**src/design/pngse_pkg.sv**
```systemverilog
// shared types, constants and byte helpers for the png stored-deflate encoder
// used by pngse_front, pngse_queue, pngse_back and the top level
package pngse_pkg;

    localparam logic [31:0] CRC_POLY  = 32'hEDB88320;
    localparam logic [16:0] ADLER_MOD = 17'd65521;
    localparam logic [14:0] DIM_MAX   = 15'd16384;

    // config register indexes
    localparam logic REG_WIDTH  = 1'b0;
    localparam logic REG_HEIGHT = 1'b1;

    // chunk type selectors for type_byte
    localparam logic [1:0] CHUNK_IHDR = 2'd0;
    localparam logic [1:0] CHUNK_IDAT = 2'd1;
    localparam logic [1:0] CHUNK_IEND = 2'd2;

    typedef enum logic [3:0] {
        ST_IDLE,
        ST_SIG,
        ST_IHDR_LEN,
        ST_IHDR_TYPE,
        ST_IHDR_DATA,
        ST_IHDR_CRC,
        ST_IDAT_LEN,
        ST_IDAT_TYPE,
        ST_ZHDR,
        ST_BLK,
        ST_RAW,
        ST_ADLER,
        ST_IDAT_CRC,
        ST_IEND_LEN,
        ST_IEND_TYPE,
        ST_IEND_CRC
    } t_step;

    // one classified input beat
    typedef struct packed {
        logic       start;
        logic       filter;
        logic       last;
        logic [7:0] px;
    } t_entry;

    // image geometry handed from front to back
    typedef struct packed {
        logic [14:0] lat_w;
        logic [14:0] lat_h;
        logic [30:0] raw;
        logic [31:0] idat_len;
        logic        ready;
    } t_dims;

    function automatic logic [31:0] crc_byte(input logic [31:0] c, input logic [7:0] b);
        logic [31:0] r;
        r = c ^ {24'd0, b};
        for (int k = 0; k < 8; k++) begin
            r = r[0] ? ((r >> 1) ^ CRC_POLY) : (r >> 1);
        end
        return r;
    endfunction

    function automatic logic [7:0] sig_byte(input logic [3:0] i);
        logic [7:0] v;
        case (i)
            4'd0: v = 8'h89;
            4'd1: v = 8'h50;
            4'd2: v = 8'h4E;
            4'd3: v = 8'h47;
            4'd4: v = 8'h0D;
            4'd5: v = 8'h0A;
            4'd6: v = 8'h1A;
            4'd7: v = 8'h0A;
            default: v = 8'h00;
        endcase
        return v;
    endfunction

    // chunk type letters
    function automatic logic [7:0] type_byte(input logic [1:0] sel, input logic [3:0] i);
        logic [31:0] t;
        case (sel)
            CHUNK_IHDR: t = 32'h49484452;
            CHUNK_IDAT: t = 32'h49444154;
            default:    t = 32'h49454E44;
        endcase
        return t[31 - 8 * i[1:0] -: 8];
    endfunction

    function automatic logic [7:0] be_byte(input logic [31:0] v, input logic [3:0] i);
        return v[31 - 8 * i[1:0] -: 8];
    endfunction

    function automatic logic [14:0] clamp_dim(input logic [14:0] v);
        logic [14:0] r;
        if (v == 15'd0) begin
            r = 15'd1;
        end else if (v > DIM_MAX) begin
            r = DIM_MAX;
        end else begin
            r = v;
        end
        return r;
    endfunction

endpackage

```
**src/design/pngse_front.sv**
```systemverilog
// front end: accepts pixel beats, tags row starts, image start and image end,
// and works out the idat geometry with a reciprocal multiply; uses pngse_pkg
module pngse_front #(
    parameter int MAX_STORED_BLOCK = 65535
) (
    input  logic                  i_clk,
    input  logic                  i_rst_n,
    input  logic [14:0]           i_image_width,
    input  logic [14:0]           i_image_height,
    input  logic                  i_in_valid,
    input  logic [7:0]            i_pixel_byte,
    input  logic                  i_queue_full,
    input  logic                  i_hdr_done,
    output logic                  o_in_stall,
    output logic                  o_push,
    output pngse_pkg::t_entry     o_entry,
    output pngse_pkg::t_dims      o_dims
);

    localparam int CAP = (MAX_STORED_BLOCK < 2) ? 2 : MAX_STORED_BLOCK;
    localparam logic [30:0] CAP31 = 31'(CAP);
    // floor(x / CAP) == (x * RECIP) >> SHIFT for every 31-bit x
    localparam int SHIFT = 31 + $clog2(CAP);
    localparam logic [63:0] RECIP64 = ((64'd1 << SHIFT) + 64'(CAP) - 64'd1) / 64'(CAP);
    localparam logic [31:0] RECIP = RECIP64[31:0];
    localparam logic [5:0] C_RAW = 6'd0;
    localparam logic [5:0] C_MUL = 6'd1;
    localparam logic [5:0] C_REM = 6'd2;
    localparam logic [5:0] C_LEN = 6'd3;

    logic        r_in_image;
    logic        r_hdr_pending;
    logic [16:0] r_row_b;
    logic [13:0] r_row_i;
    logic [14:0] r_lat_w;
    logic [14:0] r_lat_h;
    logic        r_busy;
    logic        r_ready;
    logic [5:0]  r_cnt;
    logic [30:0] r_raw;
    logic [30:0] r_q;
    logic [30:0] r_nblk;
    logic [31:0] r_idat_len;

    logic        accept;
    logic        is_start;
    logic [14:0] lw;
    logic [14:0] lh;
    logic [16:0] rb;
    logic [13:0] ri;
    logic [16:0] rb_next;
    logic        rowend;
    logic        last;
    logic [62:0] prod;
    logic [30:0] qd;

    assign o_in_stall = i_queue_full || (!r_in_image && r_hdr_pending);
    assign accept = i_in_valid && !o_in_stall;
    assign o_push = accept;

    always_comb begin
        is_start = !r_in_image;
        lw = is_start ? pngse_pkg::clamp_dim(i_image_width) : r_lat_w;
        lh = is_start ? pngse_pkg::clamp_dim(i_image_height) : r_lat_h;
        rb = is_start ? 17'd0 : r_row_b;
        ri = is_start ? 14'd0 : r_row_i;
        rb_next = rb + 17'd1;
        rowend = (rb_next == {lw, 2'b00});
        last = rowend && (ri == 14'(lh - 15'd1));
        o_entry.start = is_start;
        o_entry.filter = (rb == 17'd0);
        o_entry.last = last;
        o_entry.px = i_pixel_byte;
    end

    // block count: quotient by reciprocal, plus one for a partial last block
    assign prod = r_raw * RECIP;
    assign qd = r_q * CAP31;

    always_ff @(posedge i_clk) begin
        if (!i_rst_n) begin
            r_in_image <= 1'b0;
            r_hdr_pending <= 1'b0;
            r_busy <= 1'b0;
            r_ready <= 1'b0;
            r_cnt <= 6'd0;
            r_row_b <= 17'd0;
            r_row_i <= 14'd0;
            r_lat_w <= 15'd1;
            r_lat_h <= 15'd1;
        end else begin
            if (i_hdr_done) begin
                r_hdr_pending <= 1'b0;
            end
            if (accept) begin
                if (is_start) begin
                    r_lat_w <= lw;
                    r_lat_h <= lh;
                    r_hdr_pending <= 1'b1;
                    r_busy <= 1'b1;
                    r_ready <= 1'b0;
                    r_cnt <= C_RAW;
                end
                r_in_image <= !last;
                r_row_b <= rowend ? 17'd0 : rb_next;
                r_row_i <= rowend ? ri + 14'd1 : ri;
            end
            if (r_busy && !(accept && is_start)) begin
                r_cnt <= r_cnt + 6'd1;
                if (r_cnt == C_LEN) begin
                    r_busy <= 1'b0;
                    r_ready <= 1'b1;
                end
            end
        end
    end

    always_ff @(posedge i_clk) begin
        if (r_busy) begin
            if (r_cnt == C_RAW) begin
                r_raw <= 31'(r_lat_h) * 31'({r_lat_w, 2'b00} + 17'd1);
            end else if (r_cnt == C_MUL) begin
                r_q <= 31'(prod >> SHIFT);
            end else if (r_cnt == C_REM) begin
                r_nblk <= r_q + {30'd0, (qd != r_raw)};
            end else begin
                r_idat_len <= 32'd6 + {1'b0, r_raw} + {r_nblk[29:0], 2'b00}
                    + {1'b0, r_nblk};
            end
        end
    end

    assign o_dims.lat_w = r_lat_w;
    assign o_dims.lat_h = r_lat_h;
    assign o_dims.raw = r_raw;
    assign o_dims.idat_len = r_idat_len;
    assign o_dims.ready = r_ready;

endmodule

```
**src/design/pngse_queue.sv**
```systemverilog
// short queue of classified beats between front and back
// uses pngse_pkg for the entry type
module pngse_queue (
    input  logic              i_clk,
    input  logic              i_rst_n,
    input  logic              i_push,
    input  pngse_pkg::t_entry i_entry,
    input  logic              i_pop,
    output logic              o_full,
    output logic              o_valid,
    output pngse_pkg::t_entry o_head
);

    pngse_pkg::t_entry r_mem [4];
    logic [1:0] r_wr;
    logic [1:0] r_rd;
    logic [2:0] r_count;
    logic       pop_ok;

    assign o_full = (r_count == 3'd4);
    assign o_valid = (r_count != 3'd0);
    assign o_head = r_mem[r_rd];
    assign pop_ok = i_pop && o_valid;

    always_ff @(posedge i_clk) begin
        if (!i_rst_n) begin
            r_wr <= 2'd0;
            r_rd <= 2'd0;
            r_count <= 3'd0;
        end else begin
            if (i_push) begin
                r_wr <= r_wr + 2'd1;
            end
            if (pop_ok) begin
                r_rd <= r_rd + 2'd1;
            end
            r_count <= r_count + {2'd0, i_push} - {2'd0, pop_ok};
        end
    end

    always_ff @(posedge i_clk) begin
        if (i_push) begin
            r_mem[r_wr] <= i_entry;
        end
    end

endmodule

```
**src/design/pngse_back.sv**
```systemverilog
// back end: byte sequencer that writes png framing, zlib stored blocks,
// crc-32 and adler-32 into an output register; uses pngse_pkg
module pngse_back #(
    parameter int MAX_STORED_BLOCK = 65535
) (
    input  logic              i_clk,
    input  logic              i_rst_n,
    input  logic              i_head_valid,
    input  pngse_pkg::t_entry i_head,
    input  pngse_pkg::t_dims  i_dims,
    input  logic              i_out_stall,
    output logic              o_pop,
    output logic              o_hdr_done,
    output logic              o_out_valid,
    output logic [7:0]        o_out_byte,
    output logic              o_run_last,
    output logic              o_file_last
);

    localparam int CAP = (MAX_STORED_BLOCK < 2) ? 2 : MAX_STORED_BLOCK;
    localparam logic [15:0] CAP16 = 16'(CAP);

    pngse_pkg::t_step r_step;
    pngse_pkg::t_step n_step;
    pngse_pkg::t_step base;
    pngse_pkg::t_step cur;
    logic [3:0]  r_idx;
    logic [3:0]  n_idx;
    logic        r_sel;
    logic        n_sel;
    logic        sel;
    logic [3:0]  last_idx;
    logic        at_end;
    logic        have;
    logic        slot_free;
    logic        emit;
    logic        done;

    logic [31:0] r_crc;
    logic [15:0] r_adler_a;
    logic [15:0] r_adler_b;
    logic [15:0] r_blk_left;
    logic [30:0] r_raw_left;
    logic        r_out_valid;
    logic [7:0]  r_out_byte;
    logic        r_run_last;
    logic        r_file_last;

    logic [7:0]  byte_val;
    logic        crc_on;
    logic        crc_init;
    logic [31:0] crc_next;
    logic [15:0] size;
    logic [16:0] a_sum;
    logic [16:0] a_new;
    logic [16:0] b_sum;
    logic [16:0] b_new;

    assign slot_free = !r_out_valid || !i_out_stall;

    // step in force this cycle, a new entry dispatches straight from idle
    always_comb begin
        if (r_step == pngse_pkg::ST_IDLE) begin
            base = !i_head_valid ? pngse_pkg::ST_IDLE
                 : (i_head.start ? pngse_pkg::ST_SIG : pngse_pkg::ST_RAW);
            sel = !i_head.filter;
        end else begin
            base = r_step;
            sel = r_sel;
        end
        cur = (base == pngse_pkg::ST_RAW && r_blk_left == 16'd0) ? pngse_pkg::ST_BLK : base;
        have = (cur != pngse_pkg::ST_IDLE)
            && !(cur == pngse_pkg::ST_IDAT_LEN && !i_dims.ready);
        emit = have && slot_free;
        size = (r_raw_left < 31'(CAP)) ? r_raw_left[15:0] : CAP16;
    end

    // next step
    always_comb begin
        case (cur)
            pngse_pkg::ST_SIG:       last_idx = 4'd7;
            pngse_pkg::ST_IHDR_DATA: last_idx = 4'd12;
            pngse_pkg::ST_ZHDR:      last_idx = 4'd1;
            pngse_pkg::ST_BLK:       last_idx = 4'd4;
            pngse_pkg::ST_RAW:       last_idx = 4'd0;
            default:                 last_idx = 4'd3;
        endcase
        at_end = (r_idx == last_idx);
        n_step = r_step;
        n_idx = r_idx;
        n_sel = r_sel;
        if (emit) begin
            n_sel = sel;
            if (!at_end) begin
                n_step = cur;
                n_idx = r_idx + 4'd1;
            end else begin
                n_idx = 4'd0;
                case (cur)
                    pngse_pkg::ST_SIG:       n_step = pngse_pkg::ST_IHDR_LEN;
                    pngse_pkg::ST_IHDR_LEN:  n_step = pngse_pkg::ST_IHDR_TYPE;
                    pngse_pkg::ST_IHDR_TYPE: n_step = pngse_pkg::ST_IHDR_DATA;
                    pngse_pkg::ST_IHDR_DATA: n_step = pngse_pkg::ST_IHDR_CRC;
                    pngse_pkg::ST_IHDR_CRC:  n_step = pngse_pkg::ST_IDAT_LEN;
                    pngse_pkg::ST_IDAT_LEN:  n_step = pngse_pkg::ST_IDAT_TYPE;
                    pngse_pkg::ST_IDAT_TYPE: n_step = pngse_pkg::ST_ZHDR;
                    pngse_pkg::ST_ZHDR: begin
                        n_step = pngse_pkg::ST_RAW;
                        n_sel = !i_head.filter;
                    end
                    pngse_pkg::ST_BLK:       n_step = pngse_pkg::ST_RAW;
                    pngse_pkg::ST_RAW: begin
                        if (!sel) begin
                            n_step = pngse_pkg::ST_RAW;
                            n_sel = 1'b1;
                        end else if (i_head.last) begin
                            n_step = pngse_pkg::ST_ADLER;
                        end else begin
                            n_step = pngse_pkg::ST_IDLE;
                        end
                    end
                    pngse_pkg::ST_ADLER:     n_step = pngse_pkg::ST_IDAT_CRC;
                    pngse_pkg::ST_IDAT_CRC:  n_step = pngse_pkg::ST_IEND_LEN;
                    pngse_pkg::ST_IEND_LEN:  n_step = pngse_pkg::ST_IEND_TYPE;
                    pngse_pkg::ST_IEND_TYPE: n_step = pngse_pkg::ST_IEND_CRC;
                    default:                 n_step = pngse_pkg::ST_IDLE;
                endcase
            end
        end
        done = emit && at_end && (n_step == pngse_pkg::ST_IDLE);
    end

    // byte produced by the current step
    always_comb begin
        byte_val = 8'h00;
        crc_on = 1'b0;
        crc_init = 1'b0;
        case (cur)
            pngse_pkg::ST_SIG: byte_val = pngse_pkg::sig_byte(r_idx);
            pngse_pkg::ST_IHDR_LEN: byte_val = pngse_pkg::be_byte(32'd13, r_idx);
            pngse_pkg::ST_IHDR_TYPE: begin
                byte_val = pngse_pkg::type_byte(pngse_pkg::CHUNK_IHDR, r_idx);
                crc_on = 1'b1;
                crc_init = (r_idx == 4'd0);
            end
            pngse_pkg::ST_IHDR_DATA: begin
                crc_on = 1'b1;
                if (r_idx < 4'd4) begin
                    byte_val = pngse_pkg::be_byte({17'd0, i_dims.lat_w}, r_idx);
                end else if (r_idx < 4'd8) begin
                    byte_val = pngse_pkg::be_byte({17'd0, i_dims.lat_h}, r_idx);
                end else if (r_idx == 4'd8) begin
                    byte_val = 8'd8;
                end else if (r_idx == 4'd9) begin
                    byte_val = 8'd6;
                end else begin
                    byte_val = 8'd0;
                end
            end
            pngse_pkg::ST_IHDR_CRC, pngse_pkg::ST_IDAT_CRC, pngse_pkg::ST_IEND_CRC:
                byte_val = pngse_pkg::be_byte(~r_crc, r_idx);
            pngse_pkg::ST_IDAT_LEN: byte_val = pngse_pkg::be_byte(i_dims.idat_len, r_idx);
            pngse_pkg::ST_IDAT_TYPE: begin
                byte_val = pngse_pkg::type_byte(pngse_pkg::CHUNK_IDAT, r_idx);
                crc_on = 1'b1;
                crc_init = (r_idx == 4'd0);
            end
            pngse_pkg::ST_ZHDR: begin
                byte_val = (r_idx == 4'd0) ? 8'h78 : 8'h01;
                crc_on = 1'b1;
            end
            pngse_pkg::ST_BLK: begin
                crc_on = 1'b1;
                case (r_idx)
                    4'd0: byte_val = {7'd0, ({15'd0, size} == r_raw_left)};
                    4'd1: byte_val = size[7:0];
                    4'd2: byte_val = size[15:8];
                    4'd3: byte_val = ~size[7:0];
                    default: byte_val = ~size[15:8];
                endcase
            end
            pngse_pkg::ST_RAW: begin
                byte_val = sel ? i_head.px : 8'h00;
                crc_on = 1'b1;
            end
            pngse_pkg::ST_ADLER: begin
                byte_val = pngse_pkg::be_byte({r_adler_b, r_adler_a}, r_idx);
                crc_on = 1'b1;
            end
            pngse_pkg::ST_IEND_TYPE: begin
                byte_val = pngse_pkg::type_byte(pngse_pkg::CHUNK_IEND, r_idx);
                crc_on = 1'b1;
                crc_init = (r_idx == 4'd0);
            end
            default: byte_val = 8'h00;
        endcase
        crc_next = pngse_pkg::crc_byte(crc_init ? 32'hFFFFFFFF : r_crc, byte_val);
    end

    // adler sums stay below twice the modulus, so one subtract corrects
    always_comb begin
        a_sum = {1'b0, r_adler_a} + {9'd0, byte_val};
        a_new = (a_sum >= pngse_pkg::ADLER_MOD) ? a_sum - pngse_pkg::ADLER_MOD : a_sum;
        b_sum = {1'b0, r_adler_b} + a_new;
        b_new = (b_sum >= pngse_pkg::ADLER_MOD) ? b_sum - pngse_pkg::ADLER_MOD : b_sum;
    end

    always_ff @(posedge i_clk) begin
        if (!i_rst_n) begin
            r_step <= pngse_pkg::ST_IDLE;
            r_idx <= 4'd0;
            r_sel <= 1'b0;
            r_out_valid <= 1'b0;
            r_blk_left <= 16'd0;
            r_raw_left <= 31'd0;
            r_crc <= 32'hFFFFFFFF;
            r_adler_a <= 16'd1;
            r_adler_b <= 16'd0;
        end else begin
            r_step <= n_step;
            r_idx <= n_idx;
            r_sel <= n_sel;
            if (slot_free) begin
                r_out_valid <= emit;
            end
            if (emit) begin
                if (crc_on) begin
                    r_crc <= crc_next;
                end
                if (cur == pngse_pkg::ST_RAW) begin
                    r_adler_a <= a_new[15:0];
                    r_adler_b <= b_new[15:0];
                    r_blk_left <= r_blk_left - 16'd1;
                    r_raw_left <= r_raw_left - 31'd1;
                end
                if (cur == pngse_pkg::ST_BLK && at_end) begin
                    r_blk_left <= size;
                end
                if (cur == pngse_pkg::ST_ZHDR && at_end) begin
                    r_raw_left <= i_dims.raw;
                    r_blk_left <= 16'd0;
                    r_adler_a <= 16'd1;
                    r_adler_b <= 16'd0;
                end
            end
        end
    end

    always_ff @(posedge i_clk) begin
        if (emit) begin
            r_out_byte <= byte_val;
            r_run_last <= done;
            r_file_last <= (cur == pngse_pkg::ST_IEND_CRC) && at_end;
        end
    end

    assign o_pop = done;
    assign o_hdr_done = emit && (cur == pngse_pkg::ST_ZHDR) && at_end;
    assign o_out_valid = r_out_valid;
    assign o_out_byte = r_out_byte;
    assign o_run_last = r_run_last;
    assign o_file_last = r_file_last;

endmodule

```
**src/design/png_stored_deflate_encoder.sv**
```systemverilog
// png encoder with stored deflate blocks: top level with config registers
// instantiates pngse_front, pngse_queue and pngse_back; uses pngse_pkg
//
// usage: write image_width (index 0) and image_height (index 1) on the config
// port while idle, then send RGBA8 component bytes in raster order on the
// input channel (i_in_valid / o_in_stall). the output channel (o_out_valid /
// i_out_stall) carries the png file byte by byte; o_run_last marks the last
// byte caused by an input beat and o_file_last the last byte of the iend crc.
// the first beat of an image opens with 43 framing bytes (signature, ihdr,
// idat length and type, zlib header), a row start adds a filter byte, a block
// start adds 5 header bytes and the last beat adds 20 trailer bytes.
// a plain pixel beat gives one byte; the back end writes one byte a cycle into
// the output register while the receiver does not stall, which sets the
// throughput. an accepted beat is registered in the queue, then in the output
// register. the idat length is worked out after image start (reciprocal
// multiply), done well before the back end reaches the idat length bytes.
// a 4-entry queue between front and back absorbs framing bursts; when it
// fills, or a new image waits for the previous header to finish, o_in_stall
// rises. when the receiver stalls, the output byte holds and the back end
// waits. reset empties the queue and sets both dimensions to 1.
module png_stored_deflate_encoder #(
    parameter int MAX_STORED_BLOCK = 65535
) (
    input  logic        i_clk,
    input  logic        i_rst_n,
    input  logic        i_cfg_we,
    input  logic        i_cfg_idx,
    input  logic [14:0] i_cfg_data,
    input  logic        i_in_valid,
    output logic        o_in_stall,
    input  logic [7:0]  i_pixel_byte,
    output logic        o_out_valid,
    input  logic        i_out_stall,
    output logic [7:0]  o_out_byte,
    output logic        o_run_last,
    output logic        o_file_last
);

    logic [14:0] r_image_width;
    logic [14:0] r_image_height;

    logic              push;
    logic              pop;
    logic              queue_full;
    logic              head_valid;
    logic              hdr_done;
    pngse_pkg::t_entry entry;
    pngse_pkg::t_entry head;
    pngse_pkg::t_dims  dims;

    always_ff @(posedge i_clk) begin
        if (!i_rst_n) begin
            r_image_width <= 15'd1;
            r_image_height <= 15'd1;
        end else if (i_cfg_we) begin
            case (i_cfg_idx)
                pngse_pkg::REG_WIDTH:  r_image_width <= i_cfg_data;
                pngse_pkg::REG_HEIGHT: r_image_height <= i_cfg_data;
                default:               r_image_width <= r_image_width;
            endcase
        end
    end

    pngse_front #(
        .MAX_STORED_BLOCK(MAX_STORED_BLOCK)
    ) u_front (
        .i_clk         (i_clk),
        .i_rst_n       (i_rst_n),
        .i_image_width (r_image_width),
        .i_image_height(r_image_height),
        .i_in_valid    (i_in_valid),
        .i_pixel_byte  (i_pixel_byte),
        .i_queue_full  (queue_full),
        .i_hdr_done    (hdr_done),
        .o_in_stall    (o_in_stall),
        .o_push        (push),
        .o_entry       (entry),
        .o_dims        (dims)
    );

    pngse_queue u_queue (
        .i_clk  (i_clk),
        .i_rst_n(i_rst_n),
        .i_push (push),
        .i_entry(entry),
        .i_pop  (pop),
        .o_full (queue_full),
        .o_valid(head_valid),
        .o_head (head)
    );

    pngse_back #(
        .MAX_STORED_BLOCK(MAX_STORED_BLOCK)
    ) u_back (
        .i_clk       (i_clk),
        .i_rst_n     (i_rst_n),
        .i_head_valid(head_valid),
        .i_head      (head),
        .i_dims      (dims),
        .i_out_stall (i_out_stall),
        .o_pop       (pop),
        .o_hdr_done  (hdr_done),
        .o_out_valid (o_out_valid),
        .o_out_byte  (o_out_byte),
        .o_run_last  (o_run_last),
        .o_file_last (o_file_last)
    );

endmodule
```
**config.mk**
```make
export PLATFORM = sky130hd
export DESIGN_NAME = png_stored_deflate_encoder
export DESIGN_NICKNAME = d
export VERILOG_FILES = /design/src/design/pngse_pkg.sv /design/src/design/pngse_front.sv /design/src/design/pngse_queue.sv /design/src/design/pngse_back.sv /design/src/design/png_stored_deflate_encoder.sv
export SDC_FILE = /design/constraint.sdc
export NUM_CORES = 2
export LEC_CHECK = 0
export ABC_AREA = 1
export BUFFER_PORTS_ARGS = -buffer_cell sky130_fd_sc_hd__buf_2
export CORE_MARGIN = 1.5
export CORE_UTILIZATION = 55
export DETAILED_ROUTE_END_ITERATION = 12
export GPL_TIMING_DRIVEN = 0
export HOLD_SLACK_MARGIN = 0.08
export MAX_ROUTING_LAYER = met4
export PLACE_DENSITY = 0.71
export SKIP_CTS_REPAIR_TIMING = 1
export SYNTH_ARGS = -nofsm -noshare
export SYNTH_HDL_FRONTEND = slang
export SYNTH_SLANG_ARGS = --single-unit
export TNS_END_PERCENT = 5
```
**constraint.sdc**
```tcl
create_clock -name i_clk -period 9.8 [get_ports i_clk]
set_input_delay 1.47 -clock i_clk [delete_from_list [all_inputs] [get_ports i_clk]]
set_output_delay 1.47 -clock i_clk [all_outputs]
set_load 0.02 [all_outputs]
```
==> impl_metrics.py <==
metrics = {
    "cells_and_area": {
        "final_layout_size_suffix_gt1_share_pct": 5.06,
        "syn2layout_area_growth_pct": 7.76,
        "fillers": 6756,
        "final_common_cell": "nand2_1",
        "fin_cells": 6514,
        "fin_nets": 6294,
        "final_cell_mix": "1,200 x nand2_1, 922 x inv_1, 426 x ha_1",
        "final_area_um2": 44200,
    },
    "timing": {
        "max_slew_margin_pct": 27.4,
        "max_freq_mhz": 110,
        "rsz0062_at_grt": "no",
        "final_max_slew_viol_count": 0,
        "hold_ws_ns": 0.469,
        "min_period_ns": 9.10,
        "final_hold_viol_count": 0,
        "worst_slew_pin_slew_ns": 1.09,
        "final.setup.tns_ns": 0,
        "setup_viol": 0,
        "min_period_over_period_pct": 92.9,
        "fin_skew_ns": 0.0257,
    },
    "synth": {
        "synth_fp_nets": 6202,
        "seq_area_frac_synth_pct": 22.6,
        "synth.distinct_cells": 68,
        "synth_edf_count": 150,
        "ys_warn_count": 0,
        "ys_seq_elements": 388,
        "syn_area_per_cell_um2": 7.56,
        "syn_area_um2": 41000,
        "synth_ff_type": "dfxtp_1",
        "synth_async_sr_flop_share_pct": 0,
        "syn_inst": 5424,
    },
    "clock_tree": {
        "clock_latency_ns": 0.62,
        "cts_max_path_buffers": 3,
        "clk_pin_slew_ns": 0.06,
        "cts_tree": "built",
        "root_buffer": "clkbuf_16",
        "cts_max_level": 2,
        "cts_sinks": 388,
        "cts_buffers": 46,
    },
    "die": {
        "coreArea_um2": 73300,
        "initial_core_util_pct": 55.9,
        "die_w_um": 276,
        "die_area_um2": 76200,
        "io_pins": 41,
        "rows": 99,
        "die_h_um": 276,
    },
    "pwr": {
        "p_leak_nw": 22.2,
        "powerDensity_nw_per_um2": 297,
        "fin_total_pwr_mw": 13.1,
        "ir_drop_mv": 0.326,
    },
    "critical_path": {
        "reg2reg_from": "u_back.r_idx[0]",
        "reg2regPathDepth": 48,
        "required_ns": 10.26,
        "critPathMaxStageDelay_ns": 0.43,
        "rr_endpoint": "u_back.r_adler_b[15]",
        "endpoint_kind": "register",
        "r2r_setup_slack_ns": 0.70,
        "crit_path_max_fanout": 11,
        "critPathLaunchType": "register",
        "path_common_cell": "nand3_1",
        "startpoint": "u_back.r_idx[0]",
        "crit_path_top_delay_cell": "fa_1",
        "cp.arrival_ns": 9.56,
        "path_class": "register to register",
    },
    "routing": {
        "totalWireLength_um": 123000,
        "num_vias": 36650,
        "drt_iter0_drc": 3914,
        "drt_first_pass_iters": 6,
        "wl_per_cell_um": 18.9,
        "drtAntennaViolNets": 0,
        "drc": 0,
        "viasPerCell": 5.63,
    },
    "hold_path": {
        "hold_start": "u_front.r_row_b[11]",
        "hold_end": "u_front.r_row_b[11]",
        "hp-class": "register to register",
        "hold_depth": 2,
    },
    "status": {
        "outcome": "complete, no violations",
    },
    "place": {
        "gp_congestion": 1.01,
        "dpl-instance-area_um2": 42500,
        "io_buffers": 40,
        "post-dp-hpwl_um": 100000,
        "dp_cells": 6426,
    },
    "grt": {
        "grt_pass1_wl_um": 194000,
        "antenna_found_initial": 2,
        "grt_overflow_total": 0,
        "grt_max_degree": 32,
        "grt_pass1_vias": 35016,
        "grtUsageTotal_pct": 33.4,
    },
    "job": {
        "maxCapViolCount": 0,
    },
}
report_power, final:
| part | internal (mW) | switching [mW] | total [mW] |
|---|---|---|---|
| clock network | 1.12 | 0.771 | 1.89 |
| registers | 2.02 | 0.314 | 2.33 |
| logic | 2.93 | 5.98 | 8.91 |
area by class of cell:
type                       count  area, um2  share of cell area, %
timing repair buffer          44        254                  0.575
antenna                        1       2.50                0.00566
clock buffer                  56       1270                   2.87
inverter                     944       3550                   8.02
clock inverter                30        402                  0.909
sequential                   388       9270                   21.0
tap                          959       1200                   2.71
buffer                       181        764                   1.73
multi-input combinational   3911      27500                   62.2
stage by stage:
stage	utilization [%]	setup slack, ns
final	60.3	0.699
after global routing	60.3	0.00640
after CTS	60.2	-0.169
after detailed placement	57.9	-0.0835
after global placement	57.8	-0.0987
after floorplan	-	2.82
worst max-delay path, delay by kind of cell (launching register included):
| family | cells | cell delay (ns) |
|---|---|---|
| simple gates | 28 | 3.82 |
| buf+inv | 8 | 1.81 |
| fa+ha+maj | 4 | 1.31 |
| compound gates | 5 | 0.82 |
| flops | 1 | 0.37 |
| xor+xnor | 3 | 0.81 |
how the worst max path moves through the flow:
stage / depth (start not counted) / endpoint / slack [ns]
after global placement: 46 / u_back.r_adler_b[11] / -0.1
after floorplan: 47 / u_back.r_adler_b[13] / 2.82
after detailed placement: 46 / u_back.r_adler_b[11] / -0.08
after global routing: 47 / u_back.r_adler_b[10] / 0.006
after CTS: 46 / u_back.r_adler_b[11] / -0.17
final: 48 / u_back.r_adler_b[15] / 0.70
registers in the layout, indices dropped and copies added (netlist names), 3 cells and up, named ones only:
register,count
u_back.o_out_byte,8
u_back.r_adler_b,16
r_image_width,15
u_front.r_cnt,6
u_front.r_raw,31
u_back.r_crc,32
u_front.r_idat_len,32
u_back.r_raw_left,31
u_queue.r_mem,44
u_front.r_row_i,14
u_front.r_row_b,17
u_back.r_idx,4
u_front.r_lat_w,15
u_front.r_nblk,17
u_queue.r_count,3
u_back.r_adler_a,16
r_image_height,15
u_back.r_step,4
u_front.r_q,16
u_back.r_blk_left,16
u_front.r_lat_h,15
kinds of logic after synthesis:
| group | share of synthesized area [%] |
|---|---|
| AOI/OAI and AO/OA | 9.94 |
| adders and majority gates | 28.8 |
| DFF | 22.6 |
| and+or+nand+nor | 22.5 |
| xor gates and xnor gates | 5.67 |
| buffers and inverters | 10.5 |
metal layers:
layer / wire length (um) / share of wire [%] / GRT usage [%] / vias up
met3: 9920 / 8.0 / 4.22 / 263
li1: - / - / - / 17526
met1: 53400 / 43 / 44.9 / 17354
met4: 4990 / 4.0 / 11.8 / 0
met5: 0 / 0 / - / -
met2: 55000 / 45 / 51.8 / 1507
synthesized netlist by cell type (7+ instances only):
library cell,instances,area share [%]
a211oi_1,12,0.22
a21o_1,12,0.22
a21oi_1,293,3.6
a31oi_1,36,0.55
buf_1,12,0.11
buf_2,18,0.22
clkbuf_1,141,1.3
dfxtp_1,238,12
edfxtp_1,150,11
fa_1,323,16
ha_1,426,13
inv_1,922,8.4
inv_2,19,0.17
nand2_1,1200,11
nand2_2,32,0.49
nand2_4,10,0.27
nand3_1,280,3.4
nand4_1,78,1.2
nor2_1,417,3.8
nor2_2,8,0.12
nor2_4,8,0.22
nor3_1,59,0.72
nor4_1,19,0.29
o2111ai_1,8,0.17
o211ai_1,24,0.44
o21ai_0,241,2.9
o21ai_1,32,0.39
o21bai_1,10,0.18
o221ai_1,7,0.15
o22ai_1,34,0.52
or2_2,20,0.31
xnor2_1,59,1.3
xor2_1,201,4.3
(Power assumes the default switching activity.)
